<file path="src/rtl/pal_pkg.sv">
`default_nettype none
package pal_pkg;

  localparam int CAPACITY = 64;
  localparam int ADDR_W   = $clog2(CAPACITY);
  localparam int DATA_W   = 32;
  localparam int OP_W     = 3;
  localparam int POS_W    = 7;
  localparam int CNT_W    = POS_W;
  localparam int ST_W     = 3;

  localparam int IN_BITS   = OP_W + POS_W + DATA_W;
  localparam int IN_TW     = ((IN_BITS + 7) / 8) * 8;
  localparam int OUT_BITS  = ST_W + DATA_W + POS_W + CNT_W;
  localparam int OUT_TW    = ((OUT_BITS + 7) / 8) * 8;

  typedef logic [OP_W-1:0]   op_t;
  typedef logic [ST_W-1:0]   status_t;
  typedef logic [CNT_W-1:0]  cnt_t;
  typedef logic [ADDR_W-1:0] addr_t;
  typedef logic [DATA_W-1:0] data_t;

  localparam op_t OP_CLEAR  = 3'd0;
  localparam op_t OP_INSERT = 3'd1;
  localparam op_t OP_DELETE = 3'd2;
  localparam op_t OP_LOCATE = 3'd3;
  localparam op_t OP_GET    = 3'd4;

  localparam status_t ST_OK       = 3'd0;
  localparam status_t ST_FULL     = 3'd1;
  localparam status_t ST_BADPOS   = 3'd2;
  localparam status_t ST_EMPTY    = 3'd3;
  localparam status_t ST_NOTFOUND = 3'd4;

endpackage
`default_nettype wire

</file>
<file path="src/rtl/pal_ram.sv">
`default_nettype none
module pal_ram #(
  parameter int WIDTH = 32,
  parameter int DEPTH = 64
) (
  input  wire logic                     clk,
  input  wire logic                     we,
  input  wire logic [$clog2(DEPTH)-1:0] waddr,
  input  wire logic [WIDTH-1:0]         wdata,
  input  wire logic [$clog2(DEPTH)-1:0] raddr,
  output logic      [WIDTH-1:0]         rdata
);

  logic [WIDTH-1:0] mem [DEPTH];

  always_ff @(posedge clk) begin
    if (we) begin
      mem[waddr] <= wdata;
    end
    rdata <= mem[raddr];
  end

endmodule
`default_nettype wire

</file>
<file path="src/rtl/positional_array_list_unit.sv">
`default_nettype none
// bounded ordered list held in one single-port-read / single-port-write ram
// clear, failures and unused opcodes go straight to the result; get, locate, delete and insert
//   walk the ram first, locate stops at its first hit and insert then writes the new value
// throughput: one item at a time; the walk through the ram (one entry per cycle) sets it,
//   in_tready returns with the result and a held output register stalls the finish
// reset: entry count, controller state, output valid, walk flags and read count cleared; ram contents are not cleared
module positional_array_list_unit (
  input  wire logic                       clk,
  input  wire logic                       rst_n,
  input  wire logic                       in_tvalid,
  output logic                            in_tready,
  // opcode [2:0], position [9:3], item_value [41:10], zero fill above
  input  wire logic [pal_pkg::IN_TW-1:0]  in_tdata,
  output logic                            out_tvalid,
  input  wire logic                       out_tready,
  // status [2:0], read_value [34:3], found_position [41:35], list_length [48:42]
  output logic      [pal_pkg::OUT_TW-1:0] out_tdata
);

  // controller states
  localparam logic [1:0] S_IDLE  = 2'd0;
  localparam logic [1:0] S_WALK  = 2'd1;
  localparam logic [1:0] S_INSWR = 2'd2;
  localparam logic [1:0] S_FIN   = 2'd3;

  localparam int OW = pal_pkg::OP_W;
  localparam int PW = pal_pkg::POS_W;

  // unpacked input fields
  pal_pkg::op_t   in_op;
  pal_pkg::cnt_t  in_pos;
  pal_pkg::data_t in_val;
  pal_pkg::cnt_t  pos_m1;

  assign in_op  = in_tdata[OW-1:0];
  assign in_pos = in_tdata[OW+PW-1:OW];
  assign in_val = in_tdata[OW+PW+pal_pkg::DATA_W-1:OW+PW];
  assign pos_m1 = in_pos - pal_pkg::CNT_W'(1);

  logic [1:0]          state_r, state_nxt;
  pal_pkg::op_t        op_r, op_nxt;
  pal_pkg::data_t      val_r, val_nxt;
  pal_pkg::addr_t      ins_addr_r, ins_addr_nxt;   // target slot of an insert
  pal_pkg::cnt_t       rem_r, rem_nxt;             // reads still to issue
  pal_pkg::addr_t      rd_addr_r, rd_addr_nxt;
  logic                first_r, first_nxt;         // next read is the first one
  logic                pend_r, pend_nxt;           // ram read data arrives this cycle
  logic                pend_first_r, pend_first_nxt;
  pal_pkg::addr_t      pend_addr_r, pend_addr_nxt;
  pal_pkg::status_t    status_r, status_nxt;
  pal_pkg::data_t      rv_r, rv_nxt;
  pal_pkg::cnt_t       fp_r, fp_nxt;
  pal_pkg::cnt_t       count_r, count_nxt;
  logic                out_valid_r, out_valid_nxt;
  logic [pal_pkg::OUT_TW-1:0] out_data_r, out_data_nxt;

  logic           ram_we;
  pal_pkg::addr_t ram_waddr;
  pal_pkg::data_t ram_wdata;
  pal_pkg::data_t ram_rdata;

  pal_ram #(
    .WIDTH (pal_pkg::DATA_W),
    .DEPTH (pal_pkg::CAPACITY)
  ) u_store (
    .clk   (clk),
    .we    (ram_we),
    .waddr (ram_waddr),
    .wdata (ram_wdata),
    .raddr (rd_addr_r),
    .rdata (ram_rdata)
  );

  assign in_tready  = (state_r == S_IDLE);
  assign out_tvalid = out_valid_r;
  assign out_tdata  = out_data_r;

  logic walk_up;
  logic loc_hit;

  // insert walks down from the tail, every other walk goes up
  assign walk_up = (op_r != pal_pkg::OP_INSERT);
  assign loc_hit = (op_r == pal_pkg::OP_LOCATE) && pend_r && (ram_rdata == val_r);

  always_comb begin
    state_nxt      = state_r;
    op_nxt         = op_r;
    val_nxt        = val_r;
    ins_addr_nxt   = ins_addr_r;
    rem_nxt        = rem_r;
    rd_addr_nxt    = rd_addr_r;
    first_nxt      = first_r;
    pend_nxt       = pend_r;
    pend_first_nxt = pend_first_r;
    pend_addr_nxt  = pend_addr_r;
    status_nxt     = status_r;
    rv_nxt         = rv_r;
    fp_nxt         = fp_r;
    count_nxt      = count_r;
    out_valid_nxt  = out_valid_r;
    out_data_nxt   = out_data_r;
    ram_we         = 1'b0;
    ram_waddr      = pend_addr_r;
    ram_wdata      = ram_rdata;

    if (out_valid_r && out_tready) begin
      out_valid_nxt = 1'b0;
    end

    unique case (state_r)
      S_IDLE: begin
        if (in_tvalid) begin
          op_nxt       = in_op;
          val_nxt      = in_val;
          ins_addr_nxt = pos_m1[pal_pkg::ADDR_W-1:0];
          status_nxt   = pal_pkg::ST_OK;
          rv_nxt       = '0;
          fp_nxt       = '0;
          first_nxt    = 1'b1;
          pend_nxt     = 1'b0;
          state_nxt    = S_FIN;
          case (in_op)
            pal_pkg::OP_CLEAR: begin
              count_nxt = '0;
            end
            pal_pkg::OP_INSERT: begin
              if (count_r >= pal_pkg::CNT_W'(pal_pkg::CAPACITY)) begin
                status_nxt = pal_pkg::ST_FULL;
              end else if (in_pos == '0 || in_pos > count_r + pal_pkg::CNT_W'(1)) begin
                status_nxt = pal_pkg::ST_BADPOS;
              end else begin
                // move entries position-1 .. length-1 up by one, top first
                rem_nxt     = count_r - pos_m1;
                rd_addr_nxt = pal_pkg::ADDR_W'(count_r - pal_pkg::CNT_W'(1));
                state_nxt   = S_WALK;
              end
            end
            pal_pkg::OP_DELETE: begin
              if (count_r == '0) begin
                status_nxt = pal_pkg::ST_EMPTY;
              end else if (in_pos == '0 || in_pos > count_r) begin
                status_nxt = pal_pkg::ST_BADPOS;
              end else begin
                // first read is the removed entry, the rest move down
                rem_nxt     = count_r - pos_m1;
                rd_addr_nxt = pos_m1[pal_pkg::ADDR_W-1:0];
                state_nxt   = S_WALK;
              end
            end
            pal_pkg::OP_LOCATE: begin
              rem_nxt     = count_r;
              rd_addr_nxt = '0;
              state_nxt   = S_WALK;
            end
            pal_pkg::OP_GET: begin
              if (in_pos == '0 || in_pos > count_r) begin
                status_nxt = pal_pkg::ST_BADPOS;
              end else begin
                rem_nxt     = pal_pkg::CNT_W'(1);
                rd_addr_nxt = pos_m1[pal_pkg::ADDR_W-1:0];
                state_nxt   = S_WALK;
              end
            end
            default: begin
            end
          endcase
        end
      end

      S_WALK: begin
        if (loc_hit) begin
          fp_nxt    = pal_pkg::CNT_W'(pend_addr_r) + pal_pkg::CNT_W'(1);
          pend_nxt  = 1'b0;
          state_nxt = S_FIN;
        end else begin
          // data of the previous read: capture or write back shifted
          if (pend_r) begin
            if (pend_first_r &&
                (op_r == pal_pkg::OP_DELETE || op_r == pal_pkg::OP_GET)) begin
              rv_nxt = ram_rdata;
            end
            if (op_r == pal_pkg::OP_INSERT) begin
              ram_we    = 1'b1;
              ram_waddr = pend_addr_r + pal_pkg::ADDR_W'(1);
            end else if (op_r == pal_pkg::OP_DELETE && !pend_first_r) begin
              ram_we    = 1'b1;
              ram_waddr = pend_addr_r - pal_pkg::ADDR_W'(1);
            end
          end

          if (rem_r != '0) begin
            pend_nxt       = 1'b1;
            pend_first_nxt = first_r;
            pend_addr_nxt  = rd_addr_r;
            first_nxt      = 1'b0;
            rem_nxt        = rem_r - pal_pkg::CNT_W'(1);
            rd_addr_nxt    = walk_up ? rd_addr_r + pal_pkg::ADDR_W'(1)
                                     : rd_addr_r - pal_pkg::ADDR_W'(1);
          end else begin
            pend_nxt = 1'b0;
            if (!pend_r) begin
              // walk drained
              case (op_r)
                pal_pkg::OP_INSERT: state_nxt = S_INSWR;
                pal_pkg::OP_DELETE: begin
                  count_nxt = count_r - pal_pkg::CNT_W'(1);
                  state_nxt = S_FIN;
                end
                pal_pkg::OP_LOCATE: begin
                  status_nxt = pal_pkg::ST_NOTFOUND;
                  state_nxt  = S_FIN;
                end
                default: state_nxt = S_FIN;
              endcase
            end
          end
        end
      end

      S_INSWR: begin
        ram_we    = 1'b1;
        ram_waddr = ins_addr_r;
        ram_wdata = val_r;
        count_nxt = count_r + pal_pkg::CNT_W'(1);
        state_nxt = S_FIN;
      end

      S_FIN: begin
        // result goes to the output register once it is free
        if (!out_valid_r || out_tready) begin
          out_valid_nxt = 1'b1;
          out_data_nxt  = pal_pkg::OUT_TW'({count_r, fp_r, rv_r, status_r});
          state_nxt     = S_IDLE;
        end
      end

      default: state_nxt = S_IDLE;
    endcase
  end

  always_ff @(posedge clk) begin
    if (!rst_n) begin
      state_r     <= S_IDLE;
      count_r     <= '0;
      out_valid_r <= 1'b0;
      pend_r      <= 1'b0;
      first_r     <= 1'b0;
      rem_r       <= '0;
    end else begin
      state_r     <= state_nxt;
      count_r     <= count_nxt;
      out_valid_r <= out_valid_nxt;
      pend_r      <= pend_nxt;
      first_r     <= first_nxt;
      rem_r       <= rem_nxt;
    end
  end

  always_ff @(posedge clk) begin
    op_r         <= op_nxt;
    val_r        <= val_nxt;
    ins_addr_r   <= ins_addr_nxt;
    rd_addr_r    <= rd_addr_nxt;
    pend_first_r <= pend_first_nxt;
    pend_addr_r  <= pend_addr_nxt;
    status_r     <= status_nxt;
    rv_r         <= rv_nxt;
    fp_r         <= fp_nxt;
    out_data_r   <= out_data_nxt;
  end

endmodule
`default_nettype wire

</file>
<file path="config.mk">
export PLATFORM = sky130hd
export DESIGN_NAME = positional_array_list_unit
export DESIGN_NICKNAME = d
export VERILOG_FILES = /design/src/rtl/pal_pkg.sv /design/src/rtl/pal_ram.sv /design/src/rtl/positional_array_list_unit.sv
export SDC_FILE = /design/constraint.sdc
export NUM_CORES = 2
export LEC_CHECK = 0
export ABC_AREA = 0
export BUFFER_PORTS_ARGS = -buffer_cell sky130_fd_sc_hd__buf_2
export CORE_MARGIN = 8
export CORE_UTILIZATION = 45
export DETAILED_ROUTE_END_ITERATION = 10
export HOLD_SLACK_MARGIN = 0.06
export PLACE_DENSITY = 0.68
export SLEW_MARGIN = 30
export SYNTH_ARGS = -nofsm -noshare
export SYNTH_HDL_FRONTEND = slang
export SYNTH_SLANG_ARGS = --single-unit
</file>
<file path="constraint.sdc">
create_clock -name clk -period 10.5 [get_ports clk]
set_clock_uncertainty 0.2 [all_clocks]
set_input_delay 2.1 -clock clk [delete_from_list [all_inputs] [get_ports clk]]
set_output_delay 2.1 -clock clk [all_outputs]
set_load 0.01 [all_outputs]
</file>
==> impl_metrics.csv <==
group,metric,value,unit
global_route,first_global_vias,40920,
worst_setup_path,worstPathBufferInverterCount,1,
clocking,cts_setup_buffers,0,
clocking,clkSlewWorstSetupHoldPaths,60,ps
die,dieArea,0.2078,sq mm
layout,layoutNonFillerInstCount,6705,
routing,first_pass_iters,6,
synth,post_synth.cell_area_avg,23.08,sq um
synth,post-synth-top-area-fraction,75.64,%
worst_setup_path,r2r_setup_slack,4980,ps
synth,netlist.top_cell.by_area,"sky130_fd_sc_hd__edfxtp_1",
global_route,grt.overflow.total,0,
routing,post_drt_via_cell_ratio,6.034,
power,power_frac_clock,26.2,%
worst_hold_path,hold_crit_path_type,"flip-flop to flip-flop",
power,leakage,30.48,nW
sta,hold_violations,0,
power,relative_contribution_of_combinational_cells_to_total_power,30.5,%
worst_setup_path,end_kind,"flip-flop",
synth,synth.cell_area,0.08706,sq mm
clocking,numCtsBuffers,210,
power,internal_power,19.32,mW
worst_setup_path,critPathTopFamily,"simple AND/OR/NAND/NOR gates",
layout,design.final.nets,4090,
routing,wire_length_reported_by_the_detailed_router,205.0,mm
clocking,later_pin_clock_latency_in_the_skew_report,860,ps
global_route,grt_use_met1,26.03,%
global_route,global_route.usage.met2,31.89,%
synth,number_of_cells_produced_by_synthesis,3773,
power,swShare,31.00,%
worst_setup_path,worst_ep_required_time,10770,ps
power,sequentialPowerShare,43.3,%
sta,final_max_slew_viol_count,0,
die,boundaryPins,110,
worst_setup_path,critPathKind,"flip-flop to flip-flop",
placed_design,dp_hpwl,110.8,mm
sta,period_minus_slack,5520,ps
die,die_h,455.9,um
die,floorplan.initialDensity,45.26,%
sta,grt_setup_unrepaired,"false",
sta,max_freq,0.1812,GHz
synth,synth_seq_area_share,76.81,%
synth,synth-seq-cells,2244,
synth,postSynth.topFlopCell,"sky130_fd_sc_hd__edfxtp_1",
die,floorplan.die.width,455.9,um
synth,synth_enable_flop_cells,2193,
power,p_per_area,285.4,mW/mm^2
global_route,grt_pass1_wl,292.8,mm
worst_setup_path,worst_stage_delay_on_the_critical_path,910,ps
synth,post_synth_num_cell_types,71,
routing,detail_route_antenna_nets,0,
synth,synth_async_sr_flop_share,0,%
synth,netlist_top_cells_area,"sky130_fd_sc_hd__edfxtp_1 76%, sky130_fd_sc_hd__mux4_2 17%, sky130_fd_sc_hd__dfxtp_1 1.2%",
sta,min_period_over_period,52.57,%
layout,leading_cell_types_in_the_layout_fill_and_taps_excluded,"2193 x sky130_fd_sc_hd__edfxtp_1, 660 x sky130_fd_sc_hd__mux4_2, 211 x sky130_fd_sc_hd__clkbuf_16",
placed_design,place_congestion,0.8127,
global_route,most_used_routing_layer_in_global_routing,"met2",
synth,ys_warn_count,0,
power,peakVddDrop,0.2806,mV
clocking,cts_tree,"done",
layout,drive_gt1_share,30.58,%
worst_setup_path,worstPathArrival,5790,ps
placed_design,placed_cells,6312,
worst_setup_path,cpMaxStageDelayCell,"sky130_fd_sc_hd__nor4_1",
routing,wl_per_cell,30.57,um
layout,synthToLayoutAreaGrowth,12.73,%
clocking,tritoncts_num_sinks,2244,
clocking,clk_path_buf_depth,3,
global_route,grt_max_degree,139,
global_route,met3_usage,3.786,%
power,power.switching,8.684,mW
global_route,antenna_found_initial,16,
sta,max-slew-margin-rel,28.60,%
worst_setup_path,critPathMaxFanout,21,
die,placement_rows,161,
status,outcome,"finished, final reports clean",
placed_design,buffer_ports.inserted,96,
clocking,ctsHoldBuffers,0,
worst_setup_path,critical_path.startpoint_type,"flip-flop",
sta,setup_total_negative_slack,0,ps
clocking,htree_levels,4,
routing,route.vias.total,40460,
clocking,clockRootBuffer,"sky130_fd_sc_hd__clkbuf_16",
routing,detailedRoute.firstIterationViolations,5077,
flow_run,maxCapViolations,0,
die,coreArea,0.1924,sq mm
global_route,grt_usage,19.27,%
layout,layout.cells.most_common,"sky130_fd_sc_hd__edfxtp_1",
sta,worst_pin_slew,1071,ps
routing,drc_errors,0,
sta,timing.final.setup_violations,0,
clocking,ctsResizeCount,0,
worst_setup_path,timing.critical_path.cells,"xnor2_1 > nand4_1 > nor4_1 > a41oi_1 > nand2_1 > nand3_1 > nor2_4 > buf_4",
layout make-up:
type                    instances  area, sq um
clock buffers                 271         5525
flip-flops and latches       2244        66870
clock inverters               116         1082
repair buffers                202         1451
multi-input cells            1303        19890
diodes                          3        7.507
inverters                      40        150.1
well taps                    2526         3161
fillers                     14630        94240
kinds of logic (layout without fill, tap and decap cells):
kind of cell / count (synthesis) / count (layout) / synth area share [%]
AO/OA/AOI/OAI: 161 / 161 / 1.233
XOR/XNOR: 61 / 61 / 0.6137
adder cells (fa/ha/maj): 37 / 37 / 0.5490
buffers and inverters: 232 / 629 / 1.143
flip-flops: 2244 / 2244 / 76.81
multiplexers: 720 / 720 / 17.83
other: 1 / 10 / 0.004307
AND/OR/NAND/NOR: 317 / 317 / 1.819
cell usage after synthesis, drive strengths merged (16+ instances only):
master / n
edfxtp: 2193
mux4: 660
buf: 103
clkbuf: 89
nor2: 84
nand2: 62
xnor2: 52
dfxtp: 51
and2: 44
mux2: 44
o21ai: 38
inv: 37
a21oi: 36
nand3: 36
ha: 35
nand4: 20
mux2i: 16
nor3: 16
worst reg2reg max path: stages, from the launching register on:
cell                       delay, ps
sky130_fd_sc_hd__edfxtp_1        410
sky130_fd_sc_hd__xnor2_1         670
sky130_fd_sc_hd__nand4_1         570
sky130_fd_sc_hd__nor4_1          910
sky130_fd_sc_hd__a41oi_1         260
sky130_fd_sc_hd__nand2_1         200
sky130_fd_sc_hd__nand3_1         650
sky130_fd_sc_hd__nor2_4          720
sky130_fd_sc_hd__buf_4           530
layer usage:
metal  wire length (um)  vias up  part of all wire [%]
li1                   -    16510                     -
met1              80360    21850                    39
met2             101800     1792                    50
met3              16240      304                   7.9
met4               6548        0                   3.2
met5                  0        -                     0
worst paths after layout:
check	startpoint	endpoint	cells past startpoint
worst min register to register	rv_r[31]$_SDFFCE_PN0P_	out_tdata[34]$_DFFE_PP_	0
worst max register to register	val_r[5]$_DFFE_PP_	u_store.mem[57][17]$_DFFE_PP_	8
worst min-delay path	rv_r[31]$_SDFFCE_PN0P_	out_tdata[34]$_DFFE_PP_	0
worst max-delay path	val_r[5]$_DFFE_PP_	u_store.mem[57][17]$_DFFE_PP_	8
through the flow:
step	hold slack [ps]	utilization (%)	instance area (sq um)	power (mW)	setup WS, ps
2_1_floorplan	200.3	-	87080	17.85	5484
3_3_place_gp	205.6	47.42	91240	20.56	5132
3_5_place_dp	205.6	47.50	91380	20.82	4982
4_1_cts	218.0	50.93	97990	28.10	4960
5_1_grt	219.3	51.01	98140	28.99	4958
6_report	218.0	51.02	98140	28.01	4980
state kept, by name (all words and copies together), names as in the netlist:
signal,flops
state_r,2
pend_r,1
ins_addr_r,6
op_r,3
pend_first_r,1
out_tdata,49
pend_addr_r,6
fp_r,7
u_store.rdata,32
status_r,3
first_r,1
rv_r,32
rem_r,7
out_tvalid,1
val_r,32
count_r,7
u_store.mem,2048
rd_addr_r,6
power groups by stage:
| stage | clock [mW] | sequential [mW] | combinational, mW |
|---|---|---|---|
| 2_1_floorplan | 0 | 12.2 | 5.66 |
| 3_3_place_gp | 0 | 12.4 | 8.21 |
| 3_5_place_dp | 0 | 12.3 | 8.48 |
| 4_1_cts | 7.45 | 12.2 | 8.50 |
| 5_1_grt | 7.77 | 12.2 | 9.05 |
| 6_report | 7.33 | 12.1 | 8.55 |
Note: power is estimated with default switching activity, not from simulation.
